--- src/hdl/lcs_pkg.sv ---
// shared constants, types and helpers of the locality cluster segmenter
package lcs_pkg;

    // sizing
    localparam int MAX_WINDOW = 16;
    localparam int ADDR_BITS  = 48;
    localparam int WLEN_W     = 5;
    localparam int LEN_W      = 32;
    localparam int SUM_W      = 64;
    localparam int CFG_IDX_W  = 8;
    localparam int CFG_DATA_W = 64;
    localparam int K_W        = $clog2(MAX_WINDOW + 1);

    // register indexes
    localparam logic [CFG_IDX_W-1:0] REG_MAX_DISTANCE = CFG_IDX_W'(0);
    localparam logic [CFG_IDX_W-1:0] REG_WINDOW_LEN   = CFG_IDX_W'(1);

    // reset values of the registers
    localparam logic [ADDR_BITS-1:0] MAX_DISTANCE_RST = ADDR_BITS'(4096);
    localparam logic [WLEN_W-1:0]    WINDOW_LEN_RST   = WLEN_W'(8);

    typedef logic [ADDR_BITS-1:0] t_addr;

    // one input request
    typedef struct packed {
        t_addr address;
        logic  trace_first;
        logic  trace_last;
    } t_in_item;

    // one result
    typedef struct packed {
        logic             boundary;
        logic [LEN_W-1:0] closed_length;
        logic [LEN_W-1:0] current_length;
        t_addr            jump_distance;
        logic [LEN_W-1:0] cluster_count;
        logic [SUM_W-1:0] jump_sum;
        logic             trace_done;
    } t_out_item;

    // window update commands to the cell chain
    typedef struct packed {
        logic shift;
        logic restart;
        logic clear;
    } t_cell_ctl;

    typedef enum logic [1:0] {
        ST_IDLE,
        ST_CMP,
        ST_UPD
    } t_state;

    // absolute difference of two addresses
    function automatic t_addr abs_diff(t_addr a, t_addr b);
        return (a >= b) ? (a - b) : (b - a);
    endfunction

    // saturating increment of a length or count
    function automatic logic [LEN_W-1:0] sat_inc(logic [LEN_W-1:0] v);
        return (v == '1) ? v : v + LEN_W'(1);
    endfunction

endpackage

--- src/hdl/lcs_cell.sv ---
// one window cell: holds an address, compares it and hands it to the next cell
module lcs_cell import lcs_pkg::*; (
    input  logic      i_clk,
    input  logic      i_rst_n,
    input  logic      i_head,
    input  t_addr     i_addr,
    input  t_addr     i_max_dist,
    input  logic      i_check_en,
    input  t_addr     i_left_data,
    input  logic      i_left_valid,
    input  t_cell_ctl i_ctl,
    output t_addr     o_data,
    output logic      o_valid,
    output logic      o_fail
);

    logic  r_valid;
    logic  n_valid;
    t_addr r_data;
    t_addr n_data;
    logic  r_fail;

    // next entry: clear beats restart beats shift
    always_comb begin
        n_valid = r_valid;
        n_data  = r_data;
        if (i_ctl.clear) begin
            n_valid = 1'b0;
        end else if (i_ctl.restart) begin
            n_valid = i_head;
            n_data  = i_addr;
        end else if (i_ctl.shift) begin
            n_valid = i_left_valid;
            n_data  = i_left_data;
        end
    end

    always_ff @(posedge i_clk) begin
        if (!i_rst_n) begin
            r_valid <= 1'b0;
        end else begin
            r_valid <= n_valid;
        end
    end

    // payload and registered distance check
    always_ff @(posedge i_clk) begin
        r_data <= n_data;
        r_fail <= r_valid && i_check_en && (abs_diff(i_addr, r_data) > i_max_dist);
    end

    assign o_data  = r_data;
    assign o_valid = r_valid;
    assign o_fail  = r_fail;

endmodule

--- config.mk ---
export PLATFORM = sky130hd
export DESIGN_NAME = lcs_cell
export DESIGN_NICKNAME = d
export VERILOG_FILES = /design/src/hdl/lcs_pkg.sv /design/src/hdl/lcs_cell.sv
export SDC_FILE = /design/constraint.sdc
export NUM_CORES = 1
export LEC_CHECK = 0
export ABC_AREA = 0
export BUFFER_PORTS_ARGS = -buffer_cell sky130_fd_sc_hd__buf_2
export CELL_PAD_IN_SITES_DETAIL_PLACEMENT = 0
export CELL_PAD_IN_SITES_GLOBAL_PLACEMENT = 2
export CORE_MARGIN = 2
export CORE_UTILIZATION = 35
export CTS_BUF_LIST = sky130_fd_sc_hd__clkbuf_8
export DETAILED_ROUTE_END_ITERATION = 10
export GPL_TIMING_DRIVEN = 0
export PLACE_DENSITY_LB_ADDON = 0.1
export SLEW_MARGIN = 15
export SYNTH_ARGS = -nofsm -noshare
export SYNTH_HDL_FRONTEND = slang
export SYNTH_SLANG_ARGS = --single-unit
--- constraint.sdc ---
create_clock -name i_clk -period 11.6 [get_ports i_clk]
set_input_delay 1.16 -clock i_clk [delete_from_list [all_inputs] [get_ports i_clk]]
set_output_delay 1.16 -clock i_clk [all_outputs]
set_load 0.01 [all_outputs]
==> results.json <==
{
  "rsz0062_at_grt": "false",
  "vias": 8746,
  "grt_most_used_layer": "met2",
  "dp_hpwl_um": 26000,
  "synth.largest_area_cell": "ha_1",
  "num-nets-final": 1650,
  "fin_crit_sh_pct": 55.6,
  "io_pins": 202,
  "crit_start": "i_addr[0]",
  "min_from": "o_valid",
  "detail_route.wirelength_um": 30500,
  "hold_class": "reg2reg",
  "yosysSeqAreaShare_pct": 16.7,
  "antenna_found_initial": 0,
  "n_antenna_cell": 0,
  "cts_tree": "built",
  "whs_ns": 0.523,
  "use_met2_pct": 36.0,
  "netlist_area_mm2": 0.00885,
  "synth_cell_types": 71,
  "yosysWarnings": 0,
  "p_leak_nw": 5.24,
  "crit_type": "in2reg",
  "grt.met3_usage_pct": 2.23,
  "fmax_mhz": 155,
  "worst_slew_pin_slew_ns": 1.08,
  "finalSetupViolCount": 0,
  "peakVddDrop_v": 0.0000437,
  "drtIter0Drc": 574,
  "critPathTopFamily": "compound AO/OA/AOI/OAI gates",
  "fillCellCount": 2730,
  "cp_max_fo": 10,
  "place_inst": 1676,
  "drcViolationCount": 0,
  "track_usage_pct": 22.8,
  "ant_nets": 0,
  "numCtsBuffers": 5,
  "synth_common_cells": "165 x inv_1, 143 x ha_1, 139 x a21oi_1",
  "clkTransAtPathRegs_ns": 0.11,
  "powerDensity_mw_per_mm2": 104,
  "gp_congestion": 0.872,
  "cp-start-kind": "input pin",
  "cpMostUsedCell": "a21o_1",
  "stdcell_count": 1684,
  "cts_setup_buffers": 0,
  "p_int_mw": 0.562,
  "initial_core_util_pct": 35.3,
  "syn_nets": 1441,
  "swShare_pct": 48.1,
  "clock_sinks": 50,
  "ys_seq_elements": 50,
  "via_per_inst": 5.19,
  "avgSynthCellArea_um2": 7.74,
  "fin_crit_ns": 6.44,
  "worstPathBufferInverterCount": 5,
  "worst_skew_pair.late_latency_ns": 0.34,
  "clockPowerShare_pct": 11.2,
  "run_status": "finished clean",
  "critPathSlowestCell": "fa_1",
  "die-area_mm2": 0.0266,
  "drv_cap": 0,
  "chipWidth_um": 163,
  "synthArstFlopShare_pct": 0,
  "finClkSkew_ns": 0.00612,
  "root_buffer": "clkbuf_8",
  "slowest_delay_ns": 0.39,
  "synth.most_common_cell": "inv_1",
  "cts_max_path_buffers": 2,
  "p_seq_share_pct": 21.3,
  "grt_max_degree": 26,
  "fp.coreArea_mm2": 0.0250,
  "power_frac_comb_pct": 67.4,
  "htree_levels": 2,
  "worst_slack_ns": 5.16,
  "dp_slack_ns": 4.80,
  "synth-edff-count": 48,
  "p_switching_mw": 0.522,
  "grt.overflow.total": 0,
  "die_height_um": 163,
  "required_ns": 11.84,
  "drive_gt1_share_pct": 22.5,
  "synthTopCellsByArea": "ha_1 20%, edfxtp_1 16%, a21oi_1 7.9%",
  "max_slew_margin_pct": 27.0,
  "post_cts_resized": 0,
  "synth_ff_type": "edfxtp_1",
  "maxSlewViolCount": 0,
  "reg2reg_from": "o_data[0]",
  "drt-pass1-iter-count": 5,
  "io_buffers": 200,
  "ctsHoldBuffers": 0,
  "areaGrowthSynthToFinish_pct": 17.5,
  "grt_pass1_vias": 8561,
  "setup_tns_ns": 0,
  "grtUsageMet1_pct": 34.0,
  "p_total_mw": 1.08,
  "synth_cells": 1144,
  "grt_pass1_wl_um": 47500,
  "wl_per_cell_um": 18.1,
  "row_count": 58,
  "yosys.area.top_type_share_pct": 20.2,
  "end_kind": "flop",
  "crit_arrival_ns": 6.69,
  "finalHoldViolCount": 0
}
-- sequential cells by signal, summed over array words and instances (netlist names) --
register / count
o_data: 48
o_fail: 1
o_valid: 1
-- power by group through the flow --
stage | clock network [mW] | logic (mW) | registers, mW
after floorplan | 0 | 0.497 | 0.243
after global placement | 0 | 0.724 | 0.237
after detailed placement | 0 | 0.726 | 0.236
after CTS | 0.128 | 0.732 | 0.232
after global routing | 0.132 | 0.824 | 0.234
final | 0.122 | 0.731 | 0.231
-- path summary, 6_finish.rpt --
kind              endpoint  slack [ns]  depth (start not counted)
setup / recovery    o_fail        5.16                         25
hold reg to reg     o_fail        0.52                          1
hold / removal      o_fail        0.52                          1
setup reg to reg    o_fail        5.71                         23
-- through the flow --
step / util [%] / area (µm²)
2_1_floorplan: - / 8850
3_3_place_gp: 41.0 / 10300
3_5_place_dp: 41.2 / 10300
4_1_cts: 41.5 / 10400
5_1_grt: 41.5 / 10400
6_report: 41.5 / 10400
-- cell type report --
cell class	count	area, µm²	area share (%)
clock inverters	2	7.51	0.0722
well taps	330	413	3.97
clock buffers	6	82.6	0.794
multi-input cells	875	6490	62.4
inverters	165	619	5.95
flip-flops and latches	50	1480	14.2
plain buffers	54	269	2.59
repair buffers	202	1040	10.0
-- placed cells by master, fill, tap and decap left out, types with 3 or more instances in the layout --
master	count
and3_1	5
clkbuf_1	24
buf_2	216
nand3_1	17
ha_1	143
xor2_1	14
mux2_2	49
nor2b_1	8
a21oi_1	139
o21a_1	10
o211ai_1	7
a31oi_1	9
buf_6	4
nand4_1	33
o21ai_0	69
clkbuf_8	6
o221ai_1	3
mux2i_1	16
nor2_1	53
or3_1	6
o2111ai_1	3
buf_4	4
or2_2	6
nand2_1	76
o21ai_1	6
a31o_2	3
inv_1	167
o31ai_1	10
xnor2_1	32
nor3_1	17
a211o_1	3
o21bai_1	24
a21o_1	52
edfxtp_1	48
nor4_1	4
buf_1	5
a211oi_1	11
nand2b_1	8
-- per-layer routing --
metal  vias to the layer above  wire length [µm]
li1                       4471                 -
met1                      4029             15400
met2                       232             13400
met3                        14              1410
met4                         0               276
met5                         -                 0
-- logic make-up after synthesis --
logic type      count (synthesis)  synth area share [%]
xor+xnor                       46                  4.55
simple gates                  249                  13.9
mux                            66                  8.17
compound gates                369                  26.0
fa+ha+maj                     145                  20.7
flops                          50                  16.7
buf+inv                       219                  10.0
No activity file was read; power rests on OpenSTA's default activity.
