--- src/hdl/lcs_pkg.sv ---
// shared constants, types and helpers of the locality cluster segmenter
package lcs_pkg;

    // sizing
    localparam int MAX_WINDOW = 16;
    localparam int ADDR_BITS  = 48;
    localparam int WLEN_W     = 5;
    localparam int LEN_W      = 32;
    localparam int SUM_W      = 64;
    localparam int CFG_IDX_W  = 8;
    localparam int CFG_DATA_W = 64;
    localparam int K_W        = $clog2(MAX_WINDOW + 1);

    // register indexes
    localparam logic [CFG_IDX_W-1:0] REG_MAX_DISTANCE = CFG_IDX_W'(0);
    localparam logic [CFG_IDX_W-1:0] REG_WINDOW_LEN   = CFG_IDX_W'(1);

    // reset values of the registers
    localparam logic [ADDR_BITS-1:0] MAX_DISTANCE_RST = ADDR_BITS'(4096);
    localparam logic [WLEN_W-1:0]    WINDOW_LEN_RST   = WLEN_W'(8);

    typedef logic [ADDR_BITS-1:0] t_addr;

    // one input request
    typedef struct packed {
        t_addr address;
        logic  trace_first;
        logic  trace_last;
    } t_in_item;

    // one result
    typedef struct packed {
        logic             boundary;
        logic [LEN_W-1:0] closed_length;
        logic [LEN_W-1:0] current_length;
        t_addr            jump_distance;
        logic [LEN_W-1:0] cluster_count;
        logic [SUM_W-1:0] jump_sum;
        logic             trace_done;
    } t_out_item;

    // window update commands to the cell chain
    typedef struct packed {
        logic shift;
        logic restart;
        logic clear;
    } t_cell_ctl;

    typedef enum logic [1:0] {
        ST_IDLE,
        ST_CMP,
        ST_UPD
    } t_state;

    // absolute difference of two addresses
    function automatic t_addr abs_diff(t_addr a, t_addr b);
        return (a >= b) ? (a - b) : (b - a);
    endfunction

    // saturating increment of a length or count
    function automatic logic [LEN_W-1:0] sat_inc(logic [LEN_W-1:0] v);
        return (v == '1) ? v : v + LEN_W'(1);
    endfunction

endpackage

--- src/hdl/lcs_if.sv ---
// request, result and configuration channel interfaces
interface lcs_in_if import lcs_pkg::*; ();
    logic     valid;
    logic     ready;
    t_in_item data;

    modport source (output valid, output data, input ready);
    modport sink   (input valid, input data, output ready);
endinterface

interface lcs_out_if import lcs_pkg::*; ();
    logic      valid;
    logic      ready;
    t_out_item data;

    modport source (output valid, output data, input ready);
    modport sink   (input valid, input data, output ready);
endinterface


--- src/hdl/lcs_ctrl.sv ---
// sequencer: request capture, cluster counters and result register
module lcs_ctrl import lcs_pkg::*; (
    input  logic                  i_clk,
    input  logic                  i_rst_n,
    lcs_in_if.sink                i_in,
    lcs_out_if.source             o_out,
    input  logic [MAX_WINDOW-1:0] i_fail,
    output t_addr                 o_addr,
    output t_cell_ctl             o_ctl
);

    t_state           r_state;
    t_state           n_state;
    t_in_item         r_item;
    t_addr            r_prev;
    t_addr            r_jump;
    logic [LEN_W-1:0] r_open;
    logic [LEN_W-1:0] r_count;
    logic [SUM_W-1:0] r_total;
    logic             r_out_valid;
    t_out_item        r_out;

    logic             w_accept;
    logic             w_upd;
    logic             w_out_free;
    logic [LEN_W-1:0] n_open;
    logic [LEN_W-1:0] n_count;
    logic [SUM_W-1:0] n_total;
    t_out_item        n_out;
    t_cell_ctl        n_ctl;
    logic [LEN_W-1:0] w_eff_open;
    logic [LEN_W-1:0] w_eff_count;
    logic [SUM_W-1:0] w_eff_total;
    logic [SUM_W:0]   w_sum;

    assign w_accept   = i_in.valid && i_in.ready;
    assign w_out_free = !r_out_valid || o_out.ready;
    assign w_upd      = (r_state == ST_UPD) && w_out_free;

    // next state
    always_comb begin
        n_state = r_state;
        unique case (r_state)
            ST_IDLE: if (w_accept) n_state = ST_CMP;
            ST_CMP:  n_state = ST_UPD;
            ST_UPD:  if (w_out_free) n_state = ST_IDLE;
            default: n_state = ST_IDLE;
        endcase
    end

    // handshake outputs
    always_comb begin
        i_in.ready = 1'b0;
        unique case (r_state)
            ST_IDLE: i_in.ready = 1'b1;
            ST_CMP:  i_in.ready = 1'b0;
            ST_UPD:  i_in.ready = 1'b0;
            default: i_in.ready = 1'b0;
        endcase
    end

    // cluster decision, counters and result
    always_comb begin
        w_eff_open  = r_item.trace_first ? '0 : r_open;
        w_eff_count = r_item.trace_first ? '0 : r_count;
        w_eff_total = r_item.trace_first ? '0 : r_total;
        w_sum       = {1'b0, w_eff_total} + (SUM_W + 1)'(r_jump);
        n_ctl       = '0;
        n_open      = w_eff_open;
        n_count     = w_eff_count;
        n_total     = w_eff_total;
        n_out       = '0;
        if (w_eff_open == '0) begin
            // first reference of a trace
            n_ctl.restart = 1'b1;
            n_open        = LEN_W'(1);
            n_count       = sat_inc(w_eff_count);
        end else if (i_fail == '0) begin
            // joins the open cluster
            n_ctl.shift = 1'b1;
            n_open      = sat_inc(w_eff_open);
        end else begin
            // closes the open cluster
            n_ctl.restart       = 1'b1;
            n_open              = LEN_W'(1);
            n_count             = sat_inc(w_eff_count);
            n_total             = w_sum[SUM_W] ? '1 : w_sum[SUM_W-1:0];
            n_out.boundary      = 1'b1;
            n_out.closed_length = w_eff_open;
            n_out.jump_distance = r_jump;
        end
        n_out.current_length = n_open;
        n_out.cluster_count  = n_count;
        n_out.jump_sum       = n_total;
        n_out.trace_done     = r_item.trace_last;
        n_ctl.clear          = r_item.trace_last;
        if (!w_upd) begin
            n_ctl = '0;
        end
    end

    always_ff @(posedge i_clk) begin
        if (!i_rst_n) begin
            r_state     <= ST_IDLE;
            r_prev      <= '0;
            r_open      <= '0;
            r_count     <= '0;
            r_total     <= '0;
            r_out_valid <= 1'b0;
        end else begin
            r_state <= n_state;
            if (w_upd) begin
                r_out_valid <= 1'b1;
                if (r_item.trace_last) begin
                    r_prev  <= '0;
                    r_open  <= '0;
                    r_count <= '0;
                    r_total <= '0;
                end else begin
                    r_prev  <= r_item.address;
                    r_open  <= n_open;
                    r_count <= n_count;
                    r_total <= n_total;
                end
            end else if (o_out.ready) begin
                r_out_valid <= 1'b0;
            end
        end
    end

    // payload registers
    always_ff @(posedge i_clk) begin
        if (w_accept) begin
            r_item <= i_in.data;
        end
        if (r_state == ST_CMP) begin
            r_jump <= abs_diff(r_item.address, r_prev);
        end
        if (w_upd) begin
            r_out <= n_out;
        end
    end

    assign o_out.valid = r_out_valid;
    assign o_out.data  = r_out;
    assign o_addr      = r_item.address;
    assign o_ctl       = n_ctl;

    // checks
    default disable iff (!i_rst_n);

    a_seq: assert property (@(posedge i_clk) w_accept |=> r_state == ST_CMP ##1 r_state == ST_UPD)
        else $error("request did not walk through compare and update");

    a_boundary_len: assert property (@(posedge i_clk)
        (r_out_valid && r_out.boundary) |->
        (r_out.current_length == LEN_W'(1) && r_out.closed_length != '0))
        else $error("boundary result with bad lengths");

    a_ctl_excl: assert property (@(posedge i_clk) $onehot0({o_ctl.shift, o_ctl.restart}))
        else $error("window shift and restart together");

    a_open_count: assert property (@(posedge i_clk) (r_open == '0) == (r_count == '0))
        else $error("open length and cluster count disagree");

    a_ctl_upd: assert property (@(posedge i_clk)
        (o_ctl.shift || o_ctl.restart || o_ctl.clear) |-> w_upd)
        else $error("window changed outside update");

endmodule

--- src/flat_wrapper.sv ---
// flat-port wrapper written by rule: the top's interface ports become plain ports
module lcs_ctrl_flat import lcs_pkg::*;
  (i_clk, i_rst_n, i_fail, o_addr, o_ctl, i_in_valid, i_in_data, i_in_ready, o_out_valid, o_out_data, o_out_ready);
  lcs_in_if i_in_i ();
  lcs_out_if o_out_i ();
  input  logic i_clk;
  input  logic i_rst_n;
  input  logic [MAX_WINDOW-1:0] i_fail;
  output t_addr o_addr;
  output t_cell_ctl o_ctl;
  input wire logic [$bits(i_in_i.valid)-1:0] i_in_valid;
  input wire logic [$bits(i_in_i.data)-1:0] i_in_data;
  output wire logic [$bits(i_in_i.ready)-1:0] i_in_ready;
  output wire logic [$bits(o_out_i.valid)-1:0] o_out_valid;
  output wire logic [$bits(o_out_i.data)-1:0] o_out_data;
  input wire logic [$bits(o_out_i.ready)-1:0] o_out_ready;
  assign i_in_i.valid = i_in_valid;
  assign i_in_i.data = i_in_data;
  assign i_in_ready = i_in_i.ready;
  assign o_out_valid = o_out_i.valid;
  assign o_out_data = o_out_i.data;
  assign o_out_i.ready = o_out_ready;
  lcs_ctrl u_core (.i_clk(i_clk), .i_rst_n(i_rst_n), .i_in(i_in_i), .o_out(o_out_i), .i_fail(i_fail), .o_addr(o_addr), .o_ctl(o_ctl));
endmodule
--- config.mk ---
export PLATFORM = sky130hd
export DESIGN_NAME = lcs_ctrl_flat
export DESIGN_NICKNAME = d
export VERILOG_FILES = /design/src/hdl/lcs_pkg.sv /design/src/hdl/lcs_if.sv /design/src/hdl/lcs_ctrl.sv /design/src/flat_wrapper.sv
export SDC_FILE = /design/constraint.sdc
export NUM_CORES = 1
export LEC_CHECK = 0
export BUFFER_PORTS_ARGS = -buffer_cell sky130_fd_sc_hd__buf_2
export CAP_MARGIN = 30
export CORE_UTILIZATION = 54
export DETAILED_ROUTE_END_ITERATION = 16
export MAX_ROUTING_LAYER = met4
export PLACE_DENSITY = 0.78
export REMOVE_ABC_BUFFERS = 1
export SLEW_MARGIN = 20
export SYNTH_ARGS = -nofsm -noshare
export SYNTH_HDL_FRONTEND = slang
export SYNTH_SLANG_ARGS = --single-unit
--- constraint.sdc ---
create_clock -name i_clk -period 8.7 [get_ports i_clk]
set_clock_uncertainty 0.1 [all_clocks]
set_input_delay 0.87 -clock i_clk [delete_from_list [all_inputs] [get_ports i_clk]]
set_output_delay 0.87 -clock i_clk [all_outputs]
set_load 0.01 [all_outputs]
==> flow_summary.toml <==
[run_status]
status = "complete, no violations"

[timing]
layout_min_cycle_time_ns = 5.15
fmax_mhz = 194
report.final.slew_viol_count = 0
worst_slew_pin_slew_ns = 0.980
setup-violations-final = 0
min_period_over_period_pct = 59.2
finalHoldViolations = 0
max_slew_margin_pct = 34.1
grt_setup_unrepaired = "no"
holdWs_ns = 0.339

[cells_and_area]
layout_common_cells = "sky130_fd_sc_hd__buf_2, sky130_fd_sc_hd__edfxtp_1, sky130_fd_sc_hd__a21oi_1"
most_common_library_cell_in_the_layout_ignoring_fill_and_taps = "sky130_fd_sc_hd__buf_2"
antenna_cells_inserted = 0
finish.cell_count_without_fillers = 3817
nNetsFinal = 3320
area_growth_from_synthesis_to_final_layout_pct = 12.7
finish.utilization_pct = 62.2
drive_above_1_share_pct = 15.3

[worst_setup_path]
cp_cell_sequence = "buf_12 -> nor2b_1 -> ha_1 -> a21oi_1 -> o21ai_0 -> a2111o_1 -> a2bb2oi_1 -> o211ai_1 -> o21ai_1 -> nand2b_1 -> o21ai_0"
worst-path-max-fanout = 66
timing_worst_setup_path_type = "flop to flop"
timing.critical_path.mode_cell = "sky130_fd_sc_hd__o21ai_0"
critical-path-top-delay-family = "compound AO/OA/AOI/OAI gates"
critical_path_slowest_stage_cell = "sky130_fd_sc_hd__nand2b_1"
end_kind = "flop"
cp.buffers_inverters = 1
start_kind = "flop"
worst_path_arrival_ns = 5.33
worstPathRequired_ns = 8.89
crit_path_max_incr_delay_ns = 0.86

[placed_design]
buffer_ports.inserted = 332
place.detailed.instances = 3718
place.detailed.hpwl_mm = 56.2
globalplace.congestion = 0.959

[clocking]
tritoncts = "done"
clockBufferDepth = 3
clock_latency_ns = 0.62
postCtsSetupRepairBufs = 0
clk_transition_reported_paths_ns = 0.06
cts.sink_count = 487
cts_resized = 0
cts_root_buffer = "sky130_fd_sc_hd__clkbuf_16"
cts-buffers-inserted = 52
h-tree-depth = 2
post_cts_hold_buffer_count = 0

[synthesis]
synth.largest_area_cell = "sky130_fd_sc_hd__edfxtp_1"
synth.distinct_cells = 86
yosys-top-cells-area = "sky130_fd_sc_hd__edfxtp_1, sky130_fd_sc_hd__dfxtp_1, sky130_fd_sc_hd__ha_1"
asyncSetResetFlopFracSynth_pct = 0
synth_cells = 2905
post_synth_edffs = 308
yosys_warnings = 0
synth-seq-cells = 487
syn-cell-area_mm2 = 0.0279
synth.top_cell.area_share_pct = 33.1
synthesis.area_per_instance_um2 = 9.61
ys_seq_area_share_pct = 46.0
synthFlopType = "sky130_fd_sc_hd__edfxtp_1"

[global_route]
gr-total-overflow = 0
all_layer_gr_usage_pct = 29.0
grt_start_max_net_pins = 86
grt_pass1_vias = 21638
number_of_antenna_violations_at_the_first_check_in_global_routing = 1
first_pass_grt_wire_length_mm = 118

[floorplan]
die_width_um = 229
design.portCount = 333
dieHeight_um = 229
core_area_mm2 = 0.0506
floorplan.initialDensity_pct = 55.2
die_area_mm2 = 0.0526
std_cell_rows = 82

[power_and_ir_drop]
final_power_mw = 5.56
vdd_drop_max_mv = 0.169
static-leakage-power_nw = 12.1
cellPowerDensity_mw_per_mm2 = 177

[min_path]
hp-class = "input port to flop"

[run]
max_cap_violations = 0

[route]
drtAntennaViolNets = 0
post-route-drc-count = 0
avgViaCountPerCell = 5.95
first_pass_iters = 6
drt-initial-drc-count = 2110
num_vias = 22728
wl_per_instance_um = 20.0
drt-total-wl_mm = 76.4
per-layer routing:
metal,up-vias,share of wire (%),track usage (%)
li1,10784,-,-
met4,0,2.9,9.67
met1,10915,44,38.7
met5,-,0,-
met3,129,5.8,3.24
met2,900,47,46.1
Yosys cell counts, types with 8 or more instances:
library cell and instances:
sky130_fd_sc_hd__nand2b_1 35, sky130_fd_sc_hd__xor2_1 60, sky130_fd_sc_hd__nand3_1 41, sky130_fd_sc_hd__inv_1 145
sky130_fd_sc_hd__nand3b_1 12, sky130_fd_sc_hd__ha_1 146, sky130_fd_sc_hd__o21a_1 15, sky130_fd_sc_hd__nor2_1 194
sky130_fd_sc_hd__nor4_1 23, sky130_fd_sc_hd__xnor2_1 98, sky130_fd_sc_hd__nor2b_1 159, sky130_fd_sc_hd__nor3_1 86
sky130_fd_sc_hd__o21bai_1 36, sky130_fd_sc_hd__a21oi_1 276, sky130_fd_sc_hd__a21boi_0 12, sky130_fd_sc_hd__edfxtp_1 308
sky130_fd_sc_hd__buf_1 10, sky130_fd_sc_hd__nand2_1 184, sky130_fd_sc_hd__a22oi_1 30, sky130_fd_sc_hd__a22o_1 65
sky130_fd_sc_hd__mux2i_1 20, sky130_fd_sc_hd__a21o_1 53, sky130_fd_sc_hd__o211ai_1 20, sky130_fd_sc_hd__buf_4 49
sky130_fd_sc_hd__or3_1 10, sky130_fd_sc_hd__a31oi_1 19, sky130_fd_sc_hd__buf_2 23, sky130_fd_sc_hd__o22a_1 15
sky130_fd_sc_hd__o31ai_1 21, sky130_fd_sc_hd__and3_1 22, sky130_fd_sc_hd__and4_1 9, sky130_fd_sc_hd__and2_1 90
sky130_fd_sc_hd__o21ai_0 122, sky130_fd_sc_hd__dfxtp_1 179, sky130_fd_sc_hd__nand4_1 55, sky130_fd_sc_hd__clkbuf_1 124
sky130_fd_sc_hd__mux2_2 8, sky130_fd_sc_hd__a211oi_1 14
power by group:
| part | internal, mW | switching [mW] | total, mW |
|---|---|---|---|
| registers | 2.53 | 0.0506 | 2.58 |
| logic | 0.209 | 0.386 | 0.595 |
| clock network | 1.43 | 0.949 | 2.38 |
| total | 4.17 | 1.39 | 5.56 |
worst register-to-register path: stages, from the launching register on:
cell and delay, ns:
sky130_fd_sc_hd__edfxtp_1 0.53, sky130_fd_sc_hd__buf_12 0.26, sky130_fd_sc_hd__nor2b_1 0.38, sky130_fd_sc_hd__ha_1 0.39, sky130_fd_sc_hd__a21oi_1 0.33, sky130_fd_sc_hd__o21ai_0 0.16
sky130_fd_sc_hd__a2111o_1 0.48, sky130_fd_sc_hd__a2bb2oi_1 0.22, sky130_fd_sc_hd__o211ai_1 0.11, sky130_fd_sc_hd__o21ai_1 0.72, sky130_fd_sc_hd__nand2b_1 0.86, sky130_fd_sc_hd__o21ai_0 0.30
final timing paths:
path	startpoint	endpoint	slack, ns	cells after the start
max	u_core.r_item[1]$_DFFE_PP_	u_core.o_out.data[54]$_DFFE_PP_	3.55	11
min	i_in_data[10]	u_core.o_addr[8]$_DFFE_PP_	0.34	1
max reg2reg	u_core.r_item[1]$_DFFE_PP_	u_core.o_out.data[54]$_DFFE_PP_	3.55	11
min reg2reg	u_core.r_total[40]$_SDFFE_PN0P_	u_core.r_total[40]$_SDFFE_PN0P_	0.36	1
cell families (layout without fill, tap and decap cells):
| family | count (synthesis) | after routing | synth area share [%] |
|---|---|---|---|
| xor+xnor | 158 | 158 | 4.96 |
| simple gates | 950 | 950 | 17.7 |
| fa+ha+maj | 149 | 149 | 6.76 |
| compound gates | 775 | 775 | 17.9 |
| buf+inv | 358 | 598 | 5.69 |
| flops | 487 | 487 | 46.0 |
| mux | 28 | 28 | 1.04 |
flip-flops by register name, summed over array words and instances (netlist names):
signal / flops
u_core.r_state: 2
u_core.r_item: 1
u_core.o_out.valid: 1
u_core.r_count: 32
u_core.r_open: 32
u_core.r_jump: 48
u_core.o_addr: 48
u_core.r_prev: 48
u_core.r_total: 64
u_core.o_out.data: 210
u_core.n_out: 1
stage by stage:
step / TNS, ns / area, um2 / setup WS (ns)
after global routing: 0 / 31500 / 3.28
final: 0 / 31500 / 3.55
after CTS: 0 / 31400 / 3.32
after floorplan: -462.40 / 26900 / -3.98
after detailed placement: 0 / 29600 / 2.93
after global placement: 0 / 29600 / 3.30
cell type report:
class	count	area, um2
Tap cell	672	841
Sequential cell	487	12800
Timing Repair Buffer	353	1860
Clock inverter	37	483
Clock buffer	61	1370
Multi-Input combinational cell	2060	13500
Fill cell	4114	19100
Inverter	147	559
(Power assumes the default switching activity.)
